`src/hw/rtl/assert_macros.svh`:
```
// Assertion macros shared by the frame receiver RTL.
// No dependencies; ASSERT_OFF removes every check.
`ifndef ASSERT_MACROS_SVH
`define ASSERT_MACROS_SVH

`ifndef ASSERT_OFF

// prop must hold at every clock edge outside reset
`define ASSERT_PROP(lbl, clk, rst_n, prop, msg) \
	lbl: assert property (@(posedge clk) disable iff (!rst_n) prop) \
		else $error(msg);

// cond must never be true outside reset
`define ASSERT_NEVER(lbl, clk, rst_n, cond, msg) \
	lbl: assert property (@(posedge clk) disable iff (!rst_n) !(cond)) \
		else $error(msg);

`else

`define ASSERT_PROP(lbl, clk, rst_n, prop, msg)

`define ASSERT_NEVER(lbl, clk, rst_n, cond, msg)

`endif

`endif

```
`src/hw/rtl/ibfr_pkg.sv`:
```
// Package of the inverted bus frame receiver: types, codes, CRC step.
// No dependencies.
package ibfr_pkg;

	localparam int MAX_FRAME_BYTES_DEF = 64;
	localparam int HEAD_BYTES          = 8;

	localparam logic [7:0]  START_RAW   = 8'h23;
	localparam logic [7:0]  START_BYTE  = 8'hDC;
	localparam logic [7:0]  SENDER_ID   = 8'h80;
	localparam logic [7:0]  MIN_LENGTH  = 8'd10;
	localparam logic [7:0]  HDR_BYTES   = 8'd4;
	localparam logic [7:0]  HEAD_END    = 8'd12;
	localparam logic [15:0] CRC_POLY    = 16'h1021;

	// configuration register indexes
	localparam logic REG_OWN_ADDR   = 1'b0;
	localparam logic REG_BCAST_ADDR = 1'b1;

	typedef enum logic [1:0] {
		PH_IDLE    = 2'd0,
		PH_HEADER  = 2'd1,
		PH_PAYLOAD = 2'd2
	} phase_t;

	typedef enum logic [2:0] {
		ST_CRC_ERR    = 3'd0,
		ST_MODE       = 3'd1,
		ST_MODE_UNK   = 3'd2,
		ST_SETPOINT   = 3'd3,
		ST_AMBIENT    = 3'd4,
		ST_AMB_RANGE  = 3'd5,
		ST_UNKNOWN    = 3'd6
	} status_t;

	typedef logic [HEAD_BYTES-1:0][7:0] head_t;

	typedef struct packed {
		status_t     status;
		logic [1:0]  mode;
		logic [1:0]  preset;
		logic [10:0] setpoint;
		logic [15:0] ambient_raw;
		logic        ambient_filtered;
		logic [5:0]  payload_length;
	} res_t;

	// CRC-16 XMODEM, one byte, MSB first
	function automatic logic [15:0] crc_byte(input logic [15:0] crc, input logic [7:0] b);
		logic [15:0] c;
		c = crc ^ {b, 8'h00};
		for (int k = 0; k < 8; k++) begin
			c = c[15] ? ((c << 1) ^ CRC_POLY) : (c << 1);
		end
		return c;
	endfunction

endpackage

```
`src/hw/rtl/ibfr_if.sv`:
```
// Channel interfaces of the frame receiver: byte input, result output, config writes.
// No dependencies.
interface ibfr_in_if;
	logic       valid;
	logic       ready;
	logic [7:0] raw_byte;

	modport source (output valid, output raw_byte, input ready);
	modport sink (input valid, input raw_byte, output ready);
endinterface

interface ibfr_out_if;
	logic        valid;
	logic        ready;
	logic [2:0]  status;
	logic [1:0]  mode;
	logic [1:0]  preset;
	logic [10:0] setpoint_half_degrees;
	logic [15:0] ambient_raw;
	logic        ambient_filtered;
	logic [5:0]  payload_length;

	modport source (output valid, output status, output mode, output preset,
		output setpoint_half_degrees, output ambient_raw, output ambient_filtered,
		output payload_length, input ready);
	modport sink (input valid, input status, input mode, input preset,
		input setpoint_half_degrees, input ambient_raw, input ambient_filtered,
		input payload_length, output ready);
endinterface

interface ibfr_cfg_if;
	logic       valid;
	logic       ready;
	logic       index;
	logic [7:0] data;

	modport source (output valid, output index, output data, input ready);
	modport sink (input valid, input index, input data, output ready);
endinterface

```
`src/hw/rtl/ibfr_decode.sv`:
```
// Payload decoder: turns the first eight payload bytes into a result.
// Depends on ibfr_pkg.
module ibfr_decode (
	input  ibfr_pkg::head_t   head,
	input  logic [7:0]        plen,
	output ibfr_pkg::res_t    res
);
	import ibfr_pkg::*;

	localparam logic [15:0] REG_SETPOINT = 16'h058E;
	localparam logic [15:0] REG_AMB      = 16'h051E;
	localparam logic [15:0] REG_AMB_FILT = 16'h056A;
	localparam logic [15:0] AMB_MAX      = 16'd3200;

	localparam logic [15:0] CODE_OFF      = 16'h0000;
	localparam logic [15:0] CODE_HEAT_CMF = 16'h0302;
	localparam logic [15:0] CODE_HEAT_ECO = 16'h0201;
	localparam logic [15:0] CODE_AUTO_E1  = 16'h0103;
	localparam logic [15:0] CODE_AUTO_E2  = 16'h0101;
	localparam logic [15:0] CODE_AUTO_C1  = 16'h0102;
	localparam logic [15:0] CODE_AUTO_C2  = 16'h0104;

	logic [15:0] word;
	logic [15:0] reg_id;
	logic [15:0] code;
	logic        mode_hit;
	logic        rd_prefix;
	logic        sp_hit;
	logic        amb_hit;

	assign word   = {head[6], head[7]};
	assign reg_id = {head[3], head[4]};
	assign code   = {head[5], head[6]};

	assign mode_hit  = (plen == 8'd15) && (head[0] == 8'h02) && (head[1] == 8'h2D)
		&& (head[2] == 8'h00) && (head[3] == 8'h02) && (head[4] == 8'h11);
	assign rd_prefix = (plen == 8'd8) && (head[0] == 8'h07) && (head[1] == 8'h2D)
		&& (head[2] == 8'h3D) && (head[5] == 8'h00);
	assign sp_hit    = rd_prefix && (reg_id == REG_SETPOINT);
	assign amb_hit   = rd_prefix && ((reg_id == REG_AMB) || (reg_id == REG_AMB_FILT));

	always_comb begin
		res = '0;
		res.payload_length = plen[5:0];
		res.status = ST_UNKNOWN;
		if (mode_hit) begin
			res.status = ST_MODE;
			case (code)
				CODE_OFF: begin
					res.mode = 2'd0;
					res.preset = 2'd0;
				end
				CODE_HEAT_CMF: begin
					res.mode = 2'd1;
					res.preset = 2'd1;
				end
				CODE_HEAT_ECO: begin
					res.mode = 2'd1;
					res.preset = 2'd2;
				end
				CODE_AUTO_E1, CODE_AUTO_E2: begin
					res.mode = 2'd2;
					res.preset = 2'd2;
				end
				CODE_AUTO_C1, CODE_AUTO_C2: begin
					res.mode = 2'd2;
					res.preset = 2'd1;
				end
				default: begin
					res.status = ST_MODE_UNK;
				end
			endcase
		end else if (sp_hit) begin
			res.status = ST_SETPOINT;
			res.setpoint = word[15:5];
		end else if (amb_hit) begin
			res.status = (word > AMB_MAX) ? ST_AMB_RANGE : ST_AMBIENT;
			res.ambient_raw = word;
			res.ambient_filtered = (reg_id == REG_AMB_FILT);
		end
	end

endmodule

```
`src/hw/rtl/inverted_bus_frame_receiver_unit.sv`:
```
// Inverted bus frame receiver, top level.
// Throughput: one byte item per cycle, sustained, while results are taken.
// The result of a frame is registered: its last byte passes the input register,
// then the frame logic into the result register.
// Reset (arst_n low, async): idle, no item held, own address 0, broadcast address 255.
`include "assert_macros.svh"

module inverted_bus_frame_receiver_unit #(
	parameter int MAX_FRAME_BYTES = ibfr_pkg::MAX_FRAME_BYTES_DEF
) (
	input logic clk,
	input logic arst_n,
	ibfr_cfg_if.sink   cfg,
	ibfr_in_if.sink    rx,
	ibfr_out_if.source res
);
	import ibfr_pkg::*;

	localparam logic [7:0] MAX_LEN = 8'(MAX_FRAME_BYTES);

	// configuration registers
	logic [6:0] own_addr_q;
	logic [7:0] bcast_addr_q;

	// input register
	logic       valid_s1;
	logic [7:0] raw_s1;

	// frame state
	phase_t      phase_q, phase_d;
	logic [7:0]  cnt_q, cnt_d;
	logic [7:0]  len_q, len_d;
	logic [15:0] crc_q, crc_d;
	logic [7:0]  crc_hi_q, crc_hi_d;
	logic [7:0]  sender_q, sender_d;
	logic [7:0]  dest_q, dest_d;
	head_t       head_q;
	logic        head_we;
	logic [2:0]  head_idx;

	// result register
	logic res_valid_q;
	res_t res_q;

	logic       stall;
	logic       adv;
	logic       load_res;
	logic [7:0] b;
	logic       hdr_ok;
	logic       crc_ok;
	logic [8:0] pos2;
	logic [7:0] plen;
	res_t       dec_res;
	res_t       res_d;

	// ---------------- configuration port ----------------
	assign cfg.ready = 1'b1;

	always_ff @(posedge clk or negedge arst_n) begin
		if (!arst_n) begin
			own_addr_q <= '0;
			bcast_addr_q <= 8'hFF;
		end else if (cfg.valid) begin
			case (cfg.index)
				REG_OWN_ADDR:   own_addr_q <= cfg.data[6:0];
				REG_BCAST_ADDR: bcast_addr_q <= cfg.data;
				default: ;
			endcase
		end
	end

	// ---------------- input register ----------------
	// The frame stage only stalls when it holds a result nobody has taken;
	// the input register then still takes one more item if it is empty.
	assign stall    = res_valid_q && !res.ready;
	assign adv      = valid_s1 && !stall;
	assign rx.ready = !valid_s1 || !stall;

	always_ff @(posedge clk or negedge arst_n) begin
		if (!arst_n) begin
			valid_s1 <= 1'b0;
		end else if (rx.valid && rx.ready) begin
			valid_s1 <= 1'b1;
		end else if (adv) begin
			valid_s1 <= 1'b0;
		end
	end

	always_ff @(posedge clk) begin
		if (rx.valid && rx.ready) begin
			raw_s1 <= rx.raw_byte;
		end
	end

	// ---------------- frame sequencer ----------------
	assign b    = ~raw_s1;
	assign pos2 = {1'b0, cnt_q} + 9'd2;   // compared with the frame length
	assign plen = len_q - 8'd6;

	// header check on the length byte; sender and destination were kept earlier
	assign hdr_ok = (sender_q == SENDER_ID)
		&& ((dest_q == {1'b0, own_addr_q}) || (dest_q == bcast_addr_q))
		&& (b >= MIN_LENGTH) && (b <= MAX_LEN);

	assign head_idx = 3'(cnt_q - HDR_BYTES);

	always_comb begin
		phase_d  = phase_q;
		cnt_d    = cnt_q;
		len_d    = len_q;
		crc_d    = crc_q;
		crc_hi_d = crc_hi_q;
		sender_d = sender_q;
		dest_d   = dest_q;
		head_we  = 1'b0;
		load_res = 1'b0;
		case (phase_q)
			PH_HEADER: begin
				crc_d = crc_byte(crc_q, b);
				cnt_d = cnt_q + 8'd1;
				if (cnt_q == 8'd1) begin
					sender_d = b;
				end else if (cnt_q == 8'd2) begin
					dest_d = b;
				end else if (hdr_ok) begin
					len_d = b;
					phase_d = PH_PAYLOAD;
				end else begin
					// bad header: drop the frame silently
					phase_d = PH_IDLE;
					cnt_d = '0;
				end
			end
			PH_PAYLOAD: begin
				cnt_d = cnt_q + 8'd1;
				if (pos2 < {1'b0, len_q}) begin
					crc_d = crc_byte(crc_q, b);
					head_we = (cnt_q >= HDR_BYTES) && (cnt_q < HEAD_END);
				end else if (pos2 == {1'b0, len_q}) begin
					crc_hi_d = b;
				end else begin
					// CRC low byte: end of frame
					phase_d = PH_IDLE;
					cnt_d = '0;
					load_res = 1'b1;
				end
			end
			default: begin
				// idle and the unused phase code
				phase_d = PH_IDLE;
				if (raw_s1 == START_RAW) begin
					crc_d = crc_byte(16'h0000, START_BYTE);
					cnt_d = 8'd1;
					sender_d = '0;
					dest_d = '0;
					phase_d = PH_HEADER;
				end
			end
		endcase
	end

	always_ff @(posedge clk or negedge arst_n) begin
		if (!arst_n) begin
			phase_q  <= PH_IDLE;
			cnt_q    <= '0;
			len_q    <= '0;
			crc_q    <= '0;
			crc_hi_q <= '0;
			sender_q <= '0;
			dest_q   <= '0;
		end else if (adv) begin
			phase_q  <= phase_d;
			cnt_q    <= cnt_d;
			len_q    <= len_d;
			crc_q    <= crc_d;
			crc_hi_q <= crc_hi_d;
			sender_q <= sender_d;
			dest_q   <= dest_d;
		end
	end

	// first eight payload bytes; a shorter frame writes only the bytes it has
	always_ff @(posedge clk) begin
		if (adv && head_we) begin
			head_q[head_idx] <= b;
		end
	end

	// ---------------- result ----------------
	ibfr_decode u_decode (
		.head (head_q),
		.plen (plen),
		.res  (dec_res)
	);

	assign crc_ok = (crc_hi_q == crc_q[15:8]) && (b == crc_q[7:0]);

	always_comb begin
		res_d = '0;
		res_d.status = ST_CRC_ERR;
		res_d.payload_length = plen[5:0];
		if (crc_ok) begin
			res_d = dec_res;
		end
	end

	always_ff @(posedge clk or negedge arst_n) begin
		if (!arst_n) begin
			res_valid_q <= 1'b0;
		end else if (adv && load_res) begin
			res_valid_q <= 1'b1;
		end else if (res.ready) begin
			res_valid_q <= 1'b0;
		end
	end

	always_ff @(posedge clk) begin
		if (adv && load_res) begin
			res_q <= res_d;
		end
	end

	assign res.valid                 = res_valid_q;
	assign res.status                = res_q.status;
	assign res.mode                  = res_q.mode;
	assign res.preset                = res_q.preset;
	assign res.setpoint_half_degrees = res_q.setpoint;
	assign res.ambient_raw           = res_q.ambient_raw;
	assign res.ambient_filtered      = res_q.ambient_filtered;
	assign res.payload_length        = res_q.payload_length;

	// ---------------- checks ----------------
	`ASSERT_PROP(a_res_only_in_payload, clk, arst_n, (adv && load_res) |-> (phase_q == PH_PAYLOAD), "result outside payload phase")
	`ASSERT_PROP(a_idle_after_frame, clk, arst_n, (adv && load_res) |=> (phase_q == PH_IDLE && cnt_q == 8'd0), "not idle after frame end")
	`ASSERT_PROP(a_payload_bounds, clk, arst_n, (phase_q == PH_PAYLOAD) |-> (cnt_q < len_q && len_q >= MIN_LENGTH && len_q <= MAX_LEN), "payload counter out of frame")
	`ASSERT_NEVER(a_no_overwrite, clk, arst_n, stall && adv, "pending result overwritten")

endmodule
```
`src/flat_wrapper.sv`:
```
// flat-port wrapper written by rule: the top's interface ports become plain ports
module inverted_bus_frame_receiver_unit_flat import ibfr_pkg::*;
#(
	parameter int MAX_FRAME_BYTES = ibfr_pkg::MAX_FRAME_BYTES_DEF
)
  (clk, arst_n, cfg_valid, cfg_index, cfg_data, cfg_ready, rx_valid, rx_raw_byte, rx_ready, res_valid, res_status, res_mode, res_preset, res_setpoint_half_degrees, res_ambient_raw, res_ambient_filtered, res_payload_length, res_ready);
  ibfr_cfg_if cfg_i ();
  ibfr_in_if rx_i ();
  ibfr_out_if res_i ();
  input logic clk;
  input logic arst_n;
  input wire logic [$bits(cfg_i.valid)-1:0] cfg_valid;
  input wire logic [$bits(cfg_i.index)-1:0] cfg_index;
  input wire logic [$bits(cfg_i.data)-1:0] cfg_data;
  output wire logic [$bits(cfg_i.ready)-1:0] cfg_ready;
  input wire logic [$bits(rx_i.valid)-1:0] rx_valid;
  input wire logic [$bits(rx_i.raw_byte)-1:0] rx_raw_byte;
  output wire logic [$bits(rx_i.ready)-1:0] rx_ready;
  output wire logic [$bits(res_i.valid)-1:0] res_valid;
  output wire logic [$bits(res_i.status)-1:0] res_status;
  output wire logic [$bits(res_i.mode)-1:0] res_mode;
  output wire logic [$bits(res_i.preset)-1:0] res_preset;
  output wire logic [$bits(res_i.setpoint_half_degrees)-1:0] res_setpoint_half_degrees;
  output wire logic [$bits(res_i.ambient_raw)-1:0] res_ambient_raw;
  output wire logic [$bits(res_i.ambient_filtered)-1:0] res_ambient_filtered;
  output wire logic [$bits(res_i.payload_length)-1:0] res_payload_length;
  input wire logic [$bits(res_i.ready)-1:0] res_ready;
  assign cfg_i.valid = cfg_valid;
  assign cfg_i.index = cfg_index;
  assign cfg_i.data = cfg_data;
  assign cfg_ready = cfg_i.ready;
  assign rx_i.valid = rx_valid;
  assign rx_i.raw_byte = rx_raw_byte;
  assign rx_ready = rx_i.ready;
  assign res_valid = res_i.valid;
  assign res_status = res_i.status;
  assign res_mode = res_i.mode;
  assign res_preset = res_i.preset;
  assign res_setpoint_half_degrees = res_i.setpoint_half_degrees;
  assign res_ambient_raw = res_i.ambient_raw;
  assign res_ambient_filtered = res_i.ambient_filtered;
  assign res_payload_length = res_i.payload_length;
  assign res_i.ready = res_ready;
  inverted_bus_frame_receiver_unit #(.MAX_FRAME_BYTES(MAX_FRAME_BYTES)) u_core (.clk(clk), .arst_n(arst_n), .cfg(cfg_i), .rx(rx_i), .res(res_i));
endmodule
```
`config.mk`:
```
export PLATFORM = sky130hd
export DESIGN_NAME = inverted_bus_frame_receiver_unit_flat
export DESIGN_NICKNAME = d
export VERILOG_FILES = /design/src/hw/rtl/ibfr_pkg.sv /design/src/hw/rtl/ibfr_if.sv /design/src/hw/rtl/ibfr_decode.sv /design/src/hw/rtl/inverted_bus_frame_receiver_unit.sv /design/src/flat_wrapper.sv
export VERILOG_INCLUDE_DIRS = /design/src /design/src/hw/rtl
export SDC_FILE = /design/constraint.sdc
export NUM_CORES = 1
export LEC_CHECK = 0
export BUFFER_PORTS_ARGS = -buffer_cell sky130_fd_sc_hd__buf_2
export CAP_MARGIN = 10
export CORE_ASPECT_RATIO = 1.2
export CORE_MARGIN = 2
export CORE_UTILIZATION = 60
export DETAILED_ROUTE_END_ITERATION = 7
export PLACE_DENSITY = 0.75
export SYNTH_ARGS = -nofsm -noshare
export SYNTH_HDL_FRONTEND = slang
export SYNTH_HIERARCHICAL = 1
export SYNTH_SLANG_ARGS = --single-unit
export TNS_END_PERCENT = 20
```
`constraint.sdc`:
```
create_clock -name clk -period 4 [get_ports clk]
set_clock_uncertainty 0.2 [all_clocks]
set_input_delay 0.4 -clock clk [delete_from_list [all_inputs] [get_ports clk]]
set_output_delay 0.4 -clock clk [all_outputs]
set_load 0.02 [all_outputs]
```
==> results.tsv <==
stage	metric	value	unit
power_and_ir_drop	total power	4.543	mW
drt	highest metal used	met4	
timing	Tightest Pin Transition	684.9	ps
final_layout	number of diodes	0	
power_and_ir_drop	PD cells	441.3	nW/um^2
run	max-cap violations	0	
global_routing	largest net degree at the start of global routing	51	
floorplanning	io pins	66	
global_routing	first-pass GRT wire length	29580	um
cts	CTS H-tree depth	4	
drt	wire length on met2	10360	um
logic_synthesis	Yosys reg bits	188	
timing	Slew Limit Fails	0	
drt	DR iter-0 viols	324	
cts	CTS tree	yes	
logic_synthesis	Mapped Avg Cell Area	12.61	sq um
logic_synthesis	count leader, synth	edfxtp_1	
placement	post-DP HPWL	13320	um
cts	clk sinks	188	
timing	final hold vios	0	
final_layout	layout cells sized above 1	0.2391	
drt	DRT Wirelength	18720	um
timing	final setup vio count	0	
timing	Period minus WS final	3600	ps
floorplanning	Die Area	15920	sq um
power_and_ir_drop	Leakage	3.983	nW
power_and_ir_drop	Max VDD drop	394.3	uV
timing	FMAX	0.2778	GHz
floorplanning	initial core utilization	0.6185	
placement	pre-CTS WS	450.4	ps
floorplanning	chip height	137.8	um
drt	vias per inst	5.558	
placement	# port buffers	64	
logic_synthesis	sequential area share after synthesis	0.5898	
floorplanning	FP Rows	48	
timing	final worst path period share	0.9000	
timing	worst setup margin	400.1	ps
global_routing	total grt overflow	0	
logic_synthesis	largest area contributor in the netlist	edfxtp_1	
logic_synthesis	ys async rst share	0.3989	
setup_path	crit path capture type	register	
cts	clk root buf	clkbuf_16	
logic_synthesis	Synth Cell Area	8952	sq um
setup_path	Crit Path Max Fanout	9	
logic_synthesis	top cells by count, synth	edfxtp_1, dfrtp_1, and2_1	
drt	routed length per placed instance	18.66	um
final_layout	Layout area overhead	14.98	%
setup_path	crit start category	register	
run_status	status	finished clean	
drt	Final ANT Viol Nets	0	
logic_synthesis	most area-consuming cells after synthesis	edfxtp_1, dfrtp_1, mux2_2	
logic_synthesis	Syn Nets	751	
final_layout	FILL cells	994	
drt	DR vias	5575	
setup_path	Worst Path Required	3960	ps
global_routing	initial antenna violation count	0	
cts	TritonCTS Buffers	17	
drt	DRT Pass-1 Iters	4	
global_routing	gr usage total	0.2517	
timing	max_slew headroom	0.5425	
cts	Worst-path clk slew	70	ps
floorplanning	total core area	14470	sq um
hold_path	Hold Crit Class	in2reg	
setup_path	Crit Path Class	reg2reg	
floorplanning	die width	115.5	um
cts	Worst-Skew Late Latency	440	ps
final_layout	Final nets	832	
timing	sum of negative setup slack	0	ps
placement	routability cong.	0.9105	
drt	M1 WL	7200	um
setup_path	Arr. time, crit path	3560	ps
drt	DRC viols	0	
logic_synthesis	synth unique cells	59	
logic_synthesis	number of synthesized flops with an enable pin	113	
timing	RSZ-0062 raised after global routing	false	
logic_synthesis	Post-synth top flop	edfxtp_1	
global_routing	number of global-route vias before repair	5831	
logic_synthesis	Yosys Warn Count	6	
cts	Max clock buf depth	2	
logic_synthesis	cell count after synthesis	710	
logic_synthesis	Synth top area share	0.3790	
drt	metal3 WL	574	um
[final cells by class]
type / instances / area [sq um] / share of cell area
Clock buffer: 17 / 425.4 / 0.04133
Clock inverter: 14 / 230.2 / 0.02237
Inverter: 33 / 123.9 / 0.01203
Multi-Input combinational cell: 454 / 3366 / 0.3270
Sequential cell: 188 / 5280 / 0.5129
Tap cell: 200 / 250.2 / 0.02431
Timing Repair Buffer: 97 / 618.1 / 0.06005
[registers in the layout (all words and copies together), names as in the netlist]
name and flops:
u_core/res.setpoint_half_degrees 11, u_core/own_addr_q 7, u_core/valid_s1 1, u_core/crc_q 16, u_core/head_q 64, u_core/res.preset 2
u_core/raw_s1 8, u_core/res.status 3, u_core/dest_q 8, u_core/sender_q 8, u_core/res.ambient_raw 16, u_core/res.valid 1
u_core/len_q 8, u_core/cnt_q 8, u_core/crc_hi_q 8, u_core/res.payload_length 6, u_core/res.mode 2, u_core/res.ambient_filtered 1
u_core/bcast_addr_q 8, u_core/phase_q 2
[final timing paths]
| kind | from | end | slack (ps) | cells after the start |
|---|---|---|---|---|
| max in group asynchronous | arst_n | u_core/crc_q[10]$_DFFE_PN0P_ | 2410 | 4 |
| max | u_core/cnt_q[2]$_DFFE_PN0P_ | u_core/head_q[12]$_DFFE_PP_ | 400 | 11 |
| min reg2reg | u_core/sender_q[6]$_DFFE_PN0P_ | u_core/sender_q[6]$_DFFE_PN0P_ | 300 | 1 |
| min | cfg_data[5] | u_core/bcast_addr_q[5]$_DFFE_PN1P_ | 20 | 2 |
| max reg2reg | u_core/cnt_q[2]$_DFFE_PN0P_ | u_core/head_q[12]$_DFFE_PP_ | 400 | 11 |
| min in group asynchronous | arst_n | u_core/own_addr_q[4]$_DFFE_PN0P_ | 260 | 2 |
[worst max-delay path: stages, from the launching register on]
cell and delay [ps]:
dfrtp_1 510, and3_1 240, nand3_1 100, xnor2_1 150, ha_1 320, a21oi_1 190, o21ai_0 110, o211ai_1 250
nand2_1 190, or4_1 610, nor2_1 240, buf_4 200
[cell families after synthesis]
| group | Yosys count | share of synthesized area |
|---|---|---|
| and+or+nand+nor | 249 | 0.1609 |
| DFF | 188 | 0.5898 |
| buffers and inverters | 68 | 0.03494 |
| xor gates and xnor gates | 67 | 0.06555 |
| muxes | 61 | 0.07505 |
| AOI/OAI and AO/OA | 57 | 0.04682 |
| adders and majority gates | 19 | 0.02656 |
| other | 1 | 0.0004189 |
[cell usage in the layout (no fill, tap or decap), types with 3 or more instances in the layout]
cell type and count:
dlygate4sd3_1 15, o221ai_1 5, nand2_1 42, buf_4 17, nand4_1 12, mux2i_1 12
and2_2 8, or2_2 3, and2_1 56, clkbuf_16 17, nor3_1 8, nand2b_1 3
nor4_2 3, dfstp_2 8, nor4_1 9, nor3b_1 4, nor2_1 37, inv_1 33
dfrtp_1 67, nor2b_1 12, ha_1 19, xor2_1 31, edfxtp_1 113, a21oi_1 16
or4_1 5, buf_2 64, nor4b_1 13, nand4b_1 6, mux2_2 48, xnor2_1 36
o21ai_0 12, and3_1 6, bufinv_16 5, o31ai_1 4, nand3_1 13, inv_6 5
[per-stage QoR]
stage               instances  hold WS (ps)  utilization  cell area [sq um]
finish                   1003         16.50       0.7112              10290
global route             1003         7.939       0.7112              10290
CTS                      1002        0.3259       0.7098              10270
detailed placement        956         289.9       0.6541               9468
global placement          956         273.7       0.6541               9468
floorplan                 710        -95.59            -               8952
[per-layer routing]
layer  global-route usage  vias up
met5                    0        -
met4               0.1185        0
met3              0.04223       33
met2               0.4766      132
met1               0.2691     2744
li1                     -     2666
[repair_timing]
action                    4_1_cts  5_1_grt
hold buffers                   15        0
resized for setup               0        0
hold endpoints to repair       59        0
buffers inserted                0        0
[power breakdown]
part / internal (mW) / total [mW] / switching, mW
clock: 1.12 / 1.85 / 0.730
sequential: 2.15 / 2.26 / 0.109
combinational: 0.206 / 0.436 / 0.230
total: 3.47 / 4.54 / 1.07
Note: power is estimated with default switching activity, not from simulation.
